[src/sv/dfrv_pkg.sv]
`timescale 1ns / 1ps
`default_nettype none
// ----------------------------------------------------------------------------
// dfrv_pkg
// Shared types and codes for the defer record validator.
// ----------------------------------------------------------------------------
package dfrv_pkg;

   localparam int CNT_W = 7;   // holds a slot run length up to 127

   typedef enum logic [1:0] {
      KIND_SLOT      = 2'd0,
      KIND_ACCEPT    = 2'd1,
      KIND_REJECT    = 2'd2,
      KIND_UNBOUNDED = 2'd3
   } kind_type;

   localparam logic [1:0] LAYOUT_CONTIG = 2'd0;
   localparam logic [1:0] LAYOUT_LEGACY = 2'd2;

   localparam logic [1:0] CSR_LAYOUT    = 2'd0;
   localparam logic [1:0] CSR_PTR_LOG   = 2'd1;
   localparam logic [1:0] CSR_MAX_FRAME = 2'd2;

   typedef struct packed {
      logic [1:0]  layout;
      logic [1:0]  ptr_log;
      logic [31:0] max_frame;
   } cfg_type;

   // One queued command: optional reject of an abandoned record, then a run
   // of cnt slots (base, base-step, ...), then an optional main result.
   typedef struct packed {
      logic             pre_rej;
      logic [CNT_W-1:0] cnt;
      logic [31:0]      base;
      logic [3:0]       step;
      logic             has_main;
      kind_type         kind;
      logic [31:0]      value;
      logic [31:0]      dbo;
      logic             last;
   } cmd_type;

endpackage
`default_nettype wire

[src/sv/dfrv_front.sv]
`timescale 1ns / 1ps
`default_nettype none
// ----------------------------------------------------------------------------
// dfrv_front
// Varint decoder and record parser; issues at most one command per byte.
// ----------------------------------------------------------------------------
module dfrv_front #(
   parameter int MAX_SLOTS = 8,
   parameter int MAX_ARGS  = 64
) (
   input  logic                   clock,
   input  logic                   reset,
   input  logic                   accept,
   input  logic [7:0]             data_byte,
   input  logic                   record_start,
   input  logic signed [31:0]     frame_size,
   input  dfrv_pkg::cfg_type      cfg,
   output logic                   push,
   output dfrv_pkg::cmd_type      cmd
);

   typedef enum logic [7:0] {
      PH_IDLE   = 8'b0000_0001,
      PH_MAXARG = 8'b0000_0010,
      PH_BITS   = 8'b0000_0100,
      PH_SECOND = 8'b0000_1000,
      PH_WIDTH  = 8'b0001_0000,
      PH_SLOT   = 8'b0010_0000,
      PH_COUNT  = 8'b0100_0000,
      PH_SKIP   = 8'b1000_0000
   } phase_type;

   phase_type   phase_ff, phase_in;
   logic [31:0] acc_ff, acc_in;
   logic [2:0]  shift_ff, shift_in;
   logic [31:0] bound_ff, bound_in;
   logic [31:0] maxarg_ff, maxarg_in;
   logic [31:0] bmo_ff, bmo_in;
   logic [6:0]  dl_ff, dl_in;
   logic [7:0]  skip_ff, skip_in;
   logic [31:0] first_ff, first_in;

   // A slot-kind main result is genuine only when the parser stayed in PH_SLOT
   // handling (next phase is COUNT, or a defer ended); anything else is a reject.
   function automatic logic slot_ok_kind(input phase_type ph, input logic f,
                                         input logic [31:0] val);
      slot_ok_kind = (ph == PH_COUNT || f) && (val != 32'd0);
   endfunction

   always_comb begin
      logic        legacy;
      logic        fin;
      logic        go;
      logic [3:0]  step;
      logic [31:0] v;
      logic [31:0] run;
      logic [31:0] nb;
      logic [6:0]  chunk;
      logic        slot_ok;

      legacy = (cfg.layout == dfrv_pkg::LAYOUT_LEGACY);
      step   = 4'(4'd1 << cfg.ptr_log);
      chunk  = data_byte[6:0];
      fin    = 1'b0;
      go     = 1'b0;
      v      = 32'd0;
      run    = 32'd0;
      slot_ok = 1'b0;
      nb = (frame_size != 32'sd0 && !frame_size[31] && unsigned'(frame_size) < cfg.max_frame)
           ? unsigned'(frame_size) : cfg.max_frame;

      phase_in  = phase_ff;
      acc_in    = acc_ff;
      shift_in  = shift_ff;
      bound_in  = bound_ff;
      maxarg_in = maxarg_ff;
      bmo_in    = bmo_ff;
      dl_in     = dl_ff;
      skip_in   = skip_ff;
      first_in  = first_ff;
      cmd       = '0;
      cmd.kind  = dfrv_pkg::KIND_SLOT;

      if (accept && record_start) begin
         cmd.pre_rej = (phase_ff != PH_IDLE);
         phase_in  = legacy ? PH_MAXARG : PH_BITS;
         acc_in    = 32'd0;
         shift_in  = 3'd0;
         bound_in  = nb;
         maxarg_in = 32'd0;
         bmo_in    = 32'd0;
         dl_in     = 7'd0;
         skip_in   = 8'd0;
         first_in  = 32'd0;
      end

      if (accept && phase_in != PH_IDLE) begin
         if (shift_in >= 3'd4) begin
            if (data_byte[7] || chunk > 7'd15) begin
               acc_in   = 32'd0;
               shift_in = 3'd0;
               cmd.has_main = 1'b1;
               cmd.kind     = dfrv_pkg::KIND_REJECT;
               cmd.last     = 1'b1;
               phase_in     = PH_IDLE;
            end else begin
               acc_in = acc_in | {chunk[3:0], 28'd0};
               go = 1'b1;
            end
         end else begin
            case (shift_in[1:0])
               2'd0:    acc_in = acc_in | {25'd0, chunk};
               2'd1:    acc_in = acc_in | {18'd0, chunk, 7'd0};
               2'd2:    acc_in = acc_in | {11'd0, chunk, 14'd0};
               default: acc_in = acc_in | {4'd0, chunk, 21'd0};
            endcase
            go = 1'b1;
         end

         if (go && data_byte[7]) begin
            shift_in = shift_in + 3'd1;
         end else if (go) begin
            v        = acc_in;
            acc_in   = 32'd0;
            shift_in = 3'd0;
            slot_ok  = (v != 32'd0) && ((v[2:0] & (step[2:0] - 3'd1)) == 3'd0) && (v < bmo_in);
            run      = v >> cfg.ptr_log;
            unique case (phase_in)
               PH_MAXARG: begin
                  if (v >= bound_in) cmd.has_main = 1'b1;
                  else begin
                     maxarg_in = v;
                     phase_in  = PH_BITS;
                  end
               end
               PH_BITS: begin
                  if (v == 32'd0 || v >= bound_in) cmd.has_main = 1'b1;
                  else begin
                     bmo_in   = v;
                     phase_in = PH_SECOND;
                  end
               end
               PH_SECOND: begin
                  if (cfg.layout == dfrv_pkg::LAYOUT_CONTIG) begin
                     if (!slot_ok) cmd.has_main = 1'b1;
                     else begin
                        first_in     = v;
                        cmd.has_main = 1'b1;
                        cmd.value    = v;
                        cmd.dbo      = bmo_in;
                        cmd.last     = 1'b1;
                        phase_in     = PH_IDLE;
                        if (run > 32'(MAX_SLOTS)) begin
                           cmd.kind = dfrv_pkg::KIND_UNBOUNDED;
                        end else begin
                           cmd.kind = dfrv_pkg::KIND_ACCEPT;
                           cmd.cnt  = run[dfrv_pkg::CNT_W-1:0];
                           cmd.base = v;
                           cmd.step = step;
                        end
                     end
                  end else if (v == 32'd0 || v > 32'(MAX_SLOTS)) begin
                     cmd.has_main = 1'b1;
                  end else begin
                     dl_in    = v[6:0];
                     phase_in = legacy ? PH_WIDTH : PH_SLOT;
                  end
               end
               PH_WIDTH: begin
                  if (v > maxarg_in) cmd.has_main = 1'b1;
                  else phase_in = PH_SLOT;
               end
               PH_SLOT: begin
                  if (!slot_ok) cmd.has_main = 1'b1;
                  else begin
                     if (first_in == 32'd0) first_in = v;
                     cmd.has_main = 1'b1;
                     cmd.kind     = dfrv_pkg::KIND_SLOT;
                     cmd.value    = v;
                     cmd.dbo      = bmo_in;
                     if (legacy) phase_in = PH_COUNT;
                     else fin = 1'b1;
                  end
               end
               PH_COUNT: begin
                  if (v > 32'(MAX_ARGS)) cmd.has_main = 1'b1;
                  else begin
                     skip_in = 8'(v[7:0] * 8'd3);
                     if (skip_in == 8'd0) fin = 1'b1;
                     else phase_in = PH_SKIP;
                  end
               end
               PH_SKIP: begin
                  if (v >= bound_in) cmd.has_main = 1'b1;
                  else begin
                     skip_in = skip_in - 8'd1;
                     if (skip_in == 8'd0) fin = 1'b1;
                  end
               end
               default: phase_in = PH_IDLE;
            endcase

            // a main result set with no kind of its own here is a reject
            if (cmd.has_main && cmd.kind == dfrv_pkg::KIND_SLOT && !slot_ok_kind(phase_in, fin, cmd.value)) begin
               cmd.kind  = dfrv_pkg::KIND_REJECT;
               cmd.value = 32'd0;
               cmd.dbo   = 32'd0;
               cmd.last  = 1'b1;
               phase_in  = PH_IDLE;
            end

            if (fin) begin
               dl_in = dl_in - 7'd1;
               if (dl_in == 7'd0) begin
                  if (cmd.has_main) begin
                     cmd.cnt  = dfrv_pkg::CNT_W'(1);
                     cmd.base = cmd.value;
                  end
                  cmd.has_main = 1'b1;
                  cmd.kind     = dfrv_pkg::KIND_ACCEPT;
                  cmd.value    = first_in;
                  cmd.dbo      = bmo_in;
                  cmd.last     = 1'b1;
                  phase_in     = PH_IDLE;
               end else begin
                  phase_in = legacy ? PH_WIDTH : PH_SLOT;
               end
            end
         end
      end
      push = accept && (cmd.pre_rej || cmd.has_main);
   end

   always_ff @(posedge clock) begin
      if (reset) begin
         phase_ff  <= PH_IDLE;
         acc_ff    <= 32'd0;
         shift_ff  <= 3'd0;
         bound_ff  <= 32'd0;
         maxarg_ff <= 32'd0;
         bmo_ff    <= 32'd0;
         dl_ff     <= 7'd0;
         skip_ff   <= 8'd0;
         first_ff  <= 32'd0;
      end else begin
         phase_ff  <= phase_in;
         acc_ff    <= acc_in;
         shift_ff  <= shift_in;
         bound_ff  <= bound_in;
         maxarg_ff <= maxarg_in;
         bmo_ff    <= bmo_in;
         dl_ff     <= dl_in;
         skip_ff   <= skip_in;
         first_ff  <= first_in;
      end
   end

endmodule
`default_nettype wire

[src/sv/dfrv_queue.sv]
`timescale 1ns / 1ps
`default_nettype none
// ----------------------------------------------------------------------------
// dfrv_queue
// Small command FIFO between the parser and the result sequencer.
// ----------------------------------------------------------------------------
module dfrv_queue #(
   parameter int DEPTH = 4
) (
   input  logic              clock,
   input  logic              reset,
   input  logic              push,
   input  dfrv_pkg::cmd_type wr_cmd,
   input  logic              pop,
   output dfrv_pkg::cmd_type head,
   output logic              head_valid,
   output logic              full
);

   localparam int PW = (DEPTH > 1) ? $clog2(DEPTH) : 1;
   localparam int CW = $clog2(DEPTH + 1);

   dfrv_pkg::cmd_type entry_ff [DEPTH];
   logic [PW-1:0] wp_ff, wp_in, rp_ff, rp_in;
   logic [CW-1:0] cnt_ff, cnt_in;

   always_comb begin
      wp_in  = push ? ((wp_ff == PW'(DEPTH - 1)) ? '0 : wp_ff + 1'b1) : wp_ff;
      rp_in  = pop  ? ((rp_ff == PW'(DEPTH - 1)) ? '0 : rp_ff + 1'b1) : rp_ff;
      cnt_in = cnt_ff + CW'(push) - CW'(pop);
   end

   assign head       = entry_ff[rp_ff];
   assign head_valid = (cnt_ff != '0);
   assign full       = (cnt_ff == CW'(DEPTH));

   always_ff @(posedge clock) begin
      if (push) begin
         entry_ff[wp_ff] <= wr_cmd;
      end
   end

   always_ff @(posedge clock) begin
      if (reset) begin
         wp_ff  <= '0;
         rp_ff  <= '0;
         cnt_ff <= '0;
      end else begin
         wp_ff  <= wp_in;
         rp_ff  <= rp_in;
         cnt_ff <= cnt_in;
      end
   end

endmodule
`default_nettype wire

[src/sv/dfrv_back.sv]
`timescale 1ns / 1ps
`default_nettype none
// ----------------------------------------------------------------------------
// dfrv_back
// Expands queued commands into result transactions, one per cycle while rsp_stall is low.
// ----------------------------------------------------------------------------
module dfrv_back (
   input  logic              clock,
   input  logic              reset,
   input  dfrv_pkg::cmd_type head,
   input  logic              head_valid,
   output logic              pop,
   input  logic              rsp_stall,
   output logic              rsp_valid,
   output logic [1:0]        rsp_kind,
   output logic [31:0]       rsp_value,
   output logic [31:0]       rsp_defer_bits_offset,
   output logic              rsp_last
);

   logic                       valid_ff, valid_in;
   logic [1:0]                 kind_ff, kind_in;
   logic [31:0]                value_ff, value_in;
   logic [31:0]                dbo_ff, dbo_in;
   logic                       last_ff, last_in;
   logic                       pre_done_ff, pre_done_in;
   logic [dfrv_pkg::CNT_W-1:0] idx_ff, idx_in;
   logic [31:0]                off_ff, off_in;
   logic                       load;

   always_comb begin
      load        = head_valid && (!valid_ff || !rsp_stall);
      valid_in    = load ? 1'b1 : (valid_ff && rsp_stall);
      kind_in     = kind_ff;
      value_in    = value_ff;
      dbo_in      = dbo_ff;
      last_in     = last_ff;
      pre_done_in = pre_done_ff;
      idx_in      = idx_ff;
      off_in      = off_ff;
      pop         = 1'b0;
      if (load) begin
         if (head.pre_rej && !pre_done_ff) begin
            kind_in  = dfrv_pkg::KIND_REJECT;
            value_in = 32'd0;
            dbo_in   = 32'd0;
            last_in  = 1'b1;
            if (head.cnt == '0 && !head.has_main) pop = 1'b1;
            else pre_done_in = 1'b1;
         end else if (idx_ff < head.cnt) begin
            kind_in  = dfrv_pkg::KIND_SLOT;
            value_in = head.base - off_ff;
            dbo_in   = head.dbo;
            last_in  = 1'b0;
            idx_in   = idx_ff + 1'b1;
            off_in   = off_ff + 32'(head.step);
         end else begin
            kind_in  = head.kind;
            value_in = head.value;
            dbo_in   = head.dbo;
            last_in  = head.last;
            pop      = 1'b1;
         end
         if (pop) begin
            pre_done_in = 1'b0;
            idx_in      = '0;
            off_in      = 32'd0;
         end
      end
   end

   always_ff @(posedge clock) begin
      if (reset) begin
         valid_ff    <= 1'b0;
         pre_done_ff <= 1'b0;
         idx_ff      <= '0;
         off_ff      <= 32'd0;
      end else begin
         valid_ff    <= valid_in;
         pre_done_ff <= pre_done_in;
         idx_ff      <= idx_in;
         off_ff      <= off_in;
      end
   end

   always_ff @(posedge clock) begin
      kind_ff  <= kind_in;
      value_ff <= value_in;
      dbo_ff   <= dbo_in;
      last_ff  <= last_in;
   end

   assign rsp_valid             = valid_ff;
   assign rsp_kind              = kind_ff;
   assign rsp_value             = value_ff;
   assign rsp_defer_bits_offset = dbo_ff;
   assign rsp_last              = last_ff;

endmodule
`default_nettype wire

[src/sv/defer_record_validator.sv]
`timescale 1ns / 1ps
`default_nettype none
// ----------------------------------------------------------------------------
// defer_record_validator
// Byte-serial parser and checker for defer records, emitting slot offsets
// and a final status per record.
// ----------------------------------------------------------------------------
//  channel | direction | handshake          | payload
//  req     | in        | req_valid/req_stall | data_byte, record_start, frame_size
//  rsp     | out       | rsp_valid/rsp_stall | kind, value, defer_bits_offset, last
//  csr     | in        | csr_we              | csr_index, csr_wdata
//
//  The parser takes one byte per cycle while req_stall is low and queues at most one command per byte.
//  The sequencer issues one result per cycle while rsp_stall is low; a contiguous run of n
//  slots occupies it for n slot results and the status, during which the command queue absorbs bytes.
//  req_stall rises only when the QUEUE_DEPTH-entry queue is full.
//  Reset is synchronous; it clears the parser, queue and output valid.
// ----------------------------------------------------------------------------
module defer_record_validator #(
   parameter int MAX_SLOTS   = 8,
   parameter int MAX_ARGS    = 64,
   parameter int QUEUE_DEPTH = 4
) (
   input  logic               clock,
   input  logic               reset,
   input  logic               req_valid,
   output logic               req_stall,
   input  logic [7:0]         req_data_byte,
   input  logic               req_record_start,
   input  logic signed [31:0] req_frame_size,
   output logic               rsp_valid,
   input  logic               rsp_stall,
   output logic [1:0]         rsp_kind,
   output logic [31:0]        rsp_value,
   output logic [31:0]        rsp_defer_bits_offset,
   output logic               rsp_last,
   input  logic               csr_we,
   input  logic [1:0]         csr_index,
   input  logic [31:0]        csr_wdata
);

   dfrv_pkg::cfg_type cfg_ff, cfg_in;
   dfrv_pkg::cmd_type cmd, head;
   logic              accept, push, pop, head_valid, q_full;

   always_comb begin
      cfg_in = cfg_ff;
      if (csr_we) begin
         unique case (csr_index)
            dfrv_pkg::CSR_LAYOUT:    cfg_in.layout    = csr_wdata[1:0];
            dfrv_pkg::CSR_PTR_LOG:   cfg_in.ptr_log   = csr_wdata[1:0];
            dfrv_pkg::CSR_MAX_FRAME: cfg_in.max_frame = csr_wdata;
            default:                 cfg_in = cfg_ff;
         endcase
      end
   end

   always_ff @(posedge clock) begin
      if (reset) begin
         cfg_ff.layout    <= dfrv_pkg::LAYOUT_CONTIG;
         cfg_ff.ptr_log   <= 2'd3;
         cfg_ff.max_frame <= 32'd1048576;
      end else begin
         cfg_ff <= cfg_in;
      end
   end

   assign req_stall = q_full;
   assign accept    = req_valid && !q_full;

   dfrv_front #(.MAX_SLOTS(MAX_SLOTS), .MAX_ARGS(MAX_ARGS)) u_front (
      .clock        (clock),
      .reset        (reset),
      .accept       (accept),
      .data_byte    (req_data_byte),
      .record_start (req_record_start),
      .frame_size   (req_frame_size),
      .cfg          (cfg_ff),
      .push         (push),
      .cmd          (cmd)
   );

   dfrv_queue #(.DEPTH(QUEUE_DEPTH)) u_queue (
      .clock      (clock),
      .reset      (reset),
      .push       (push),
      .wr_cmd     (cmd),
      .pop        (pop),
      .head       (head),
      .head_valid (head_valid),
      .full       (q_full)
   );

   dfrv_back u_back (
      .clock                 (clock),
      .reset                 (reset),
      .head                  (head),
      .head_valid            (head_valid),
      .pop                   (pop),
      .rsp_stall             (rsp_stall),
      .rsp_valid             (rsp_valid),
      .rsp_kind              (rsp_kind),
      .rsp_value             (rsp_value),
      .rsp_defer_bits_offset (rsp_defer_bits_offset),
      .rsp_last              (rsp_last)
   );

`ifndef SYNTH
   a_no_push_full: assert property (@(posedge clock) disable iff (reset)
      push |-> !q_full) else $error("command pushed into full queue");

   a_pop_valid: assert property (@(posedge clock) disable iff (reset)
      pop |-> head_valid) else $error("pop from empty queue");

   a_last_kind: assert property (@(posedge clock) disable iff (reset)
      rsp_valid |-> (rsp_last == (rsp_kind != dfrv_pkg::KIND_SLOT)))
      else $error("last flag disagrees with result kind");

   a_reset_idle: assert property (@(posedge clock)
      reset |=> !rsp_valid) else $error("result valid right after reset");
`endif

endmodule
`default_nettype wire

[config.mk]
export PLATFORM = sky130hd
export DESIGN_NAME = defer_record_validator
export DESIGN_NICKNAME = d
export VERILOG_FILES = /design/src/sv/dfrv_pkg.sv /design/src/sv/dfrv_front.sv /design/src/sv/dfrv_queue.sv /design/src/sv/dfrv_back.sv /design/src/sv/defer_record_validator.sv
export SDC_FILE = /design/constraint.sdc
export NUM_CORES = 2
export LEC_CHECK = 0
export ABC_AREA = 1
export BUFFER_PORTS_ARGS = -buffer_cell sky130_fd_sc_hd__buf_2
export CELL_PAD_IN_SITES_DETAIL_PLACEMENT = 0
export CELL_PAD_IN_SITES_GLOBAL_PLACEMENT = 1
export CORE_ASPECT_RATIO = 0.75
export CORE_UTILIZATION = 30
export DETAILED_ROUTE_END_ITERATION = 12
export HOLD_SLACK_MARGIN = 0.02
export PLACE_DENSITY = 0.58
export SLEW_MARGIN = 0
export SYNTH_ARGS = -nofsm -noshare
export SYNTH_HDL_FRONTEND = slang
export SYNTH_HIERARCHICAL = 1
export SYNTH_SLANG_ARGS = --single-unit
[constraint.sdc]
create_clock -name clock -period 11.61 [get_ports clock]
set_clock_uncertainty 0.05 [all_clocks]
set_input_delay 0.5805 -clock clock [delete_from_list [all_inputs] [get_ports clock]]
set_output_delay 0.5805 -clock clock [all_outputs]
set_load 0.02 [all_outputs]
## Word-level counts from Yosys, hierarchy flattened

Memory sizes are Yosys's and may differ from the RTL's. A register that Yosys moved wholly into a read port is not among the register bits.
Cells that the tools add are included.

| storage, ports and cells | value |
|---|---|
| input port bits | 80 |
| output and inout port bits | 69 |
| RAM bits | 448 |
| word-level logic and storage cells | 284 |
| register bits after elaboration | 337 |
| memories kept | 1 |

| operators by class | value |
|---|---|
| shift operators | 2 |
| $add $sub $neg | 11 |
| magnitude comparators | 10 |
| $mul | 1 |
| equality and inequality tests | 20 |
| bitwise operators | 6 |
| mux-type cells | 156 |
| reduce and logical (&&, ||, !) cells | 53 |

Memory list:

| memory | words | width | read ports | clocked after Yosys merged registers in | write ports | line | RTL |
|---|---|---|---|---|---|---|---|
| u_queue.entry_ff | 4 | 112 | 1 | 1 | 1 | dfrv_queue.sv:23 | `dfrv_pkg::cmd_type entry_ff [DEPTH];` |

Operator list:

| kind | number |
|---|---|
| 32-bit two-way mux | 33 |
| 111-bit two-way mux | 3 |
| 66-bit two-way mux | 4 |
| 8-bit two-way mux | 29 |
| 67-bit two-way mux | 3 |
| 43-bit two-way mux | 4 |
| 68-bit two-way mux | 2 |
| 66-bit case mux with 2 select lines | 1 |
| 39-bit two-way mux | 3 |
| 7-bit two-way mux | 14 |
| 32-bit case mux with 3 select lines | 1 |
| 32-bit nonzero test | 3 |
| 32-bit by 4-bit greater-than comparator with 1-bit output, second input constant | 2 |
| 32-bit zero test | 2 |
| 32-bit < comparator | 2 |
| 32-bit case mux with 2 select lines | 1 |
| 8-bit case mux with 7 select lines | 1 |
| 1-bit two-way mux | 37 |
| 32-bit by 4-bit adder with 32-bit output | 1 |
| 32-bit greater-or-equal comparator | 1 |
| 32-bit greater-than comparator | 1 |
| 32-bit by 7-bit greater-than comparator with 1-bit output, second input constant | 1 |
| 32-bit by 14-bit OR with 32-bit output | 1 |
| 32-bit by 21-bit OR with 32-bit output | 1 |
| 49 further kinds | 108 |

## Longest topological paths before layout

| logic depth | value |
|---|---|
| depth after elaboration | 35 |
| gate-level depth with buffers | 41 |
| gate-level depth less buffers | 40 |

## Cells and area by module

Netlist, hierarchy kept.

Modules (own cells, without submodules):

| module | area each (um^2) | cells each | instances | seq. area each (um^2) |
|---|---|---|---|---|
| dfrv_queue | 18,131.1 | 1,366 | 1 | 13,633.1 |
| dfrv_front | 16,542.1 | 2,676 | 1 | 3,723.6 |
| dfrv_back | 7,863.8 | 1,175 | 1 | 2,832.7 |
| defer_record_validator | 1,511.4 | 228 | 1 | 720.7 |

## Least setup slack after synthesis

Ideal clock, no wire load.

| timing path | value |
|---|---|
| kind | register -> register |
| start | reg u_queue.cnt_ff[1] |
| end | mem u_queue/entry_ff[0][0] (netlist name), enable pin |
| data arrival time | 7.517 ns |
| cell stages (with the launch flop) | 32 |
| library setup time | 0.465 ns |
| buffers on the path | 8 |
| path slack | 3.578 ns |
| data required time | 11.095 ns |
| clock period less this slack | 8.032 ns |
| cell sequence | dfxtp_1 > nor3_1 > nor2_1 > nand2_2 > buf_2 > buf_2 > buf_2 > buf_2 > clkbuf_1 > clkbuf_1 > buf_1 > nor2_1 > a22oi_1 > ha_1 > nand2_1 > inv_1 > nand3_1 > inv_1 > nand2_1 > o211ai_1 > a21oi_1 > a21boi_0 > nand2_1 > inv_1 > clkbuf_1 > a41oi_1 > o31ai_1 > inv_1 > o21a_1 > o21bai_1 > nand2_1 > inv_1 |

| between the ends | value |
|---|---|
| longest elaborated chain between the ends | 28 |

RTL lines:

| element | line | RTL |
|---|---|---|
| start: declaration | dfrv_queue.sv:25 | `logic [CW-1:0] cnt_ff, cnt_in;` |
| start signal: assignment | dfrv_queue.sv:51 | `cnt_ff <= cnt_in;` |
| 3-bit == test (*) | dfrv_queue.sv:35 | `assign full = (cnt_ff == CW'(DEPTH));` |
| named net req_stall | defer_record_validator.sv:27 | `output logic req_stall,` |
| 1-bit zero test (*) | defer_record_validator.sv:69 | `assign accept = req_valid && !q_full;` |
| 1-bit logical AND (*) | defer_record_validator.sv:69 |  |
| named net accept | defer_record_validator.sv:44 | `logic accept, push, pop, head_valid, q_full;` |
| 1-bit logical AND | dfrv_front.sv:84 | `if (accept && record_start) begin` |
| 3-bit two-way mux / 32-bit two-way mux (equally long branches) | dfrv_front.sv:84 |  |
| 2-bit == test (tied with other cells) | dfrv_front.sv:111 | `case (shift_in[1:0])` |
| [15 not listed] | -- |  |
| 111-bit two-way mux | dfrv_front.sv:122 | `end else if (go) begin` |
| 111-bit two-way mux | dfrv_front.sv:120 | `if (go && data_byte[7]) begin` |
| 111-bit two-way mux | dfrv_front.sv:97 | `if (accept && phase_in != PH_IDLE) begin` |
| 1-bit logical OR | dfrv_front.sv:231 | `push = accept && (cmd.pre_rej \|\| cmd.has_main);` |
| 1-bit logical AND (*) | dfrv_front.sv:231 |  |
| named net push | defer_record_validator.sv:44 |  |
| 1-bit two-way mux (*) | dfrv_queue.sv:38 | `if (push) begin` |
| 1-bit two-way mux (not written as such) (*) | dfrv_queue.sv:39 | `entry_ff[wp_ff] <= wr_cmd;` |
| end: declaration | dfrv_queue.sv:23 |  |

The timed path passes the listed nets; every way through them passes the cells marked *. The select of a mux whose other input is x is not followed.

==> impl_metrics.csv <==
group,metric,value,unit
place,numPortBuffers,148,
clock_tree,postCtsSetupBuffers,0,
critical_path,cpPeakStageDelay,840,ps
sta,rsz0062_at_grt,"no",
critical_path,crit_slowest_cell,"nor2_1",
yosys,synth_area_per_cell,8.09,sq um
yosys,synth-seq-area-share,0.475,
floorplan,pin_count,149,
pwr,total_power,11.0,mW
sta,final_hold_viol_count,0,
yosys,synth_edf_count,515,
critical_path,cp.required,12030,ps
yosys,synthCells,5445,
yosys,yosys-top-cells-area,"edfxtp_1, dfxtp_1, nand2_1, inv_1, a21oi_1",
sta,slew_viol_final,0,
finish,final_core_util,0.340,
routing,antenna_left,0,
routing,drt_pass1_iterations,5,
yosys,synth-async-reset-ratio,0,
clock_tree,cts_buffers,89,
floorplan,initial_core_util,0.303,
routing,wl_per_cell,19.2,microns
finish,layout.nets,5771,
grt,grt_pass1_wl,217000,microns
floorplan,die_h,334,microns
floorplan,fp.coreArea,145000,sq um
grt,grt_antenna_before_repair,7,
sta,setup_ws,2580,ps
place,pre_cts_ws,2370,ps
place,routabilityCongestion,0.892,
finish,final_layout_size_suffix_gt1_frac,0.0785,
sta,setup_violations,0,
floorplan,rows,121,
critical_path,crit_type,"flop to flop",
sta,fin_crit_sh,0.778,
grt,track_usage,0.193,
yosys,synth_top_area_share,0.351,
critical_path,path_common_cell,"nand2_1",
finish,finish.instance_area,49500,sq um
clock_tree,clockBufferDepth,3,
yosys,synth_warnings,6,
floorplan,dieArea,148000,sq um
sta,max-slew-margin-rel,0.110,
routing,vias,36400,
yosys,netlist.top_cell.by_area,"edfxtp_1",
floorplan,die_w,444,microns
clock_tree,htreeDepth,3,
yosys,synth.distinct_cells,70,
grt,grt_pass1_vias,33400,
yosys,synth_ff_type,"edfxtp_1",
finish,stdcell_count,7539,
clock_tree,insertion_delay,730,ps
yosys,ys_seq_elements,787,
pwr,power.leakage,21.0,nW
routing,viasPerCell,4.83,
yosys,syn_area,44000,sq um
min_path,hold_class,"input pin to flop",
routing,drc,0,
finish,syn2layout_area_growth,12.3,%
clock_tree,cts_tree,"done",
critical_path,crit_fanout,69,
clock_tree,cts.sinks,787,
pwr,vdd_ir_drop_max,0.000158,V
flow_run,cap_violations,0,
clock_tree,cts_resized,0,
place,place_area,46200,sq um
sta,finalSetupTns,0,ps
outcome,status,"finished clean",
clock_tree,cts.clk_slew.worst_paths,60,ps
critical_path,cp_data_arrival_time,9460,ps
sta,holdWs,120,ps
routing,drt-total-wl,145000,microns
sta,worst_pin_slew,1330,ps
sta,fin_crit,9030,ps
sta,fmax,0.111,GHz
place,hpwlAfterDp,102000,microns
clock_tree,cts_root_buffer,"clkbuf_16",
clock_tree,ctsHoldBuffers,29,
critical_path,endpoint_kind,"flop",
pwr,power_density,223,nW/um^2
grt,grt_max_degree,217,
grt,grt-ovfl-total,0,
critical_path,startpoint_type,"flop",
place,dp.cells,7340,
routing,drt-initial-drc-count,3120,
-- routing by layer --
layer  GRT usage  routed length (microns)  vias to the layer above
met5           0                       13                        -
met4      0.0379                     2470                        2
met3      0.0367                     9060                      141
met2       0.277                    59100                      933
met1       0.296                    74000                    17200
li1            -                        -                    18200
-- final timing paths --
kind / start / end / slack (ps) / cells after the start
worst max register to register: u_queue/cnt_ff[1] / u_queue/entry_ff[0][1] / 2580 / 31
worst min-delay path: csr_wdata[1] / cfg_ff[1] / 120 / 3
worst max-delay path: u_queue/cnt_ff[1] / u_queue/entry_ff[0][1] / 2580 / 31
worst min register to register: u_front/bound_ff[0] / u_front/bound_ff[0] / 420 / 2
-- cells in the final DEF (no fill, tap or decap), drive strengths merged, types with 156 or more instances in the layout --
cell,n
buf,194
ha,194
nor2,391
edfxtp,515
inv,880
a21oi,493
nand3,172
o21ai,473
nand2,1295
nand4,156
dfxtp,272
-- logic make-up after synthesis --
| group | share of synthesized area |
|---|---|
| other | 0.0000851 |
| flip-flops | 0.475 |
| AO/OA/AOI/OAI | 0.150 |
| XOR/XNOR | 0.00739 |
| multiplexers | 0.000227 |
| buffers and inverters | 0.109 |
| AND/OR/NAND/NOR | 0.202 |
| adder cells (fa/ha/maj) | 0.0569 |
-- report_power, final --
part	switching (mW)	internal [mW]
Combinational	3.23	1.28
Clock	1.25	1.64
Sequential	0.171	3.47
-- synth_stat cells (9+ instances only) --
library cell / instances
nand2_1: 1265
inv_1: 855
edfxtp_1: 515
a21oi_1: 492
nor2_1: 370
o21ai_0: 326
dfxtp_1: 272
ha_1: 194
nand3_1: 167
nand4_1: 154
o21ai_1: 142
o211ai_1: 127
clkbuf_1: 112
buf_2: 69
buf_6: 41
o22ai_1: 34
buf_4: 25
nor3_1: 24
xor2_1: 21
buf_1: 20
nand2_2: 20
inv_2: 19
nor4_1: 19
a211oi_1: 14
xnor2_1: 13
nand2_4: 10
nor2_4: 10
a31oi_1: 9
nand3b_1: 9
nor2_2: 9
-- layout make-up --
class / count / area [sq um]
Clock inverter: 53 / 571
Timing Repair Buffer: 223 / 1420
Fill cell: 15300 / 96000
Sequential cell: 787 / 20900
Inverter: 881 / 3320
Clock buffer: 115 / 2370
Antenna cell: 1 / 2.50
Tap cell: 1968 / 2460
Multi-Input combinational cell: 3511 / 18400
-- worst max-delay path: cells and delay by family (launching register included) --
family                     cells  cell delay, ps
adders and majority gates      1             340
buffers and inverters          8            1680
DFF                            1             400
AOI/OAI and AO/OA              5            1120
and+or+nand+nor               17            5040
-- registers in the layout, indices dropped and copies added (netlist names), 7 cells and up, named ones only --
register                      cells
cfg_ff                           36
u_front/bound_ff                 32
u_queue/entry_ff                448
u_back/off_ff                    32
u_front/acc_ff                   32
u_front/dl_ff                     7
u_back/rsp_defer_bits_offset     32
u_back/rsp_value                 32
u_front/first_ff                 32
u_front/phase_ff                  8
u_front/bmo_ff                   32
u_front/maxarg_ff                32
u_front/skip_ff                   8
u_back/idx_ff                     7
(Power assumes the default switching activity.)
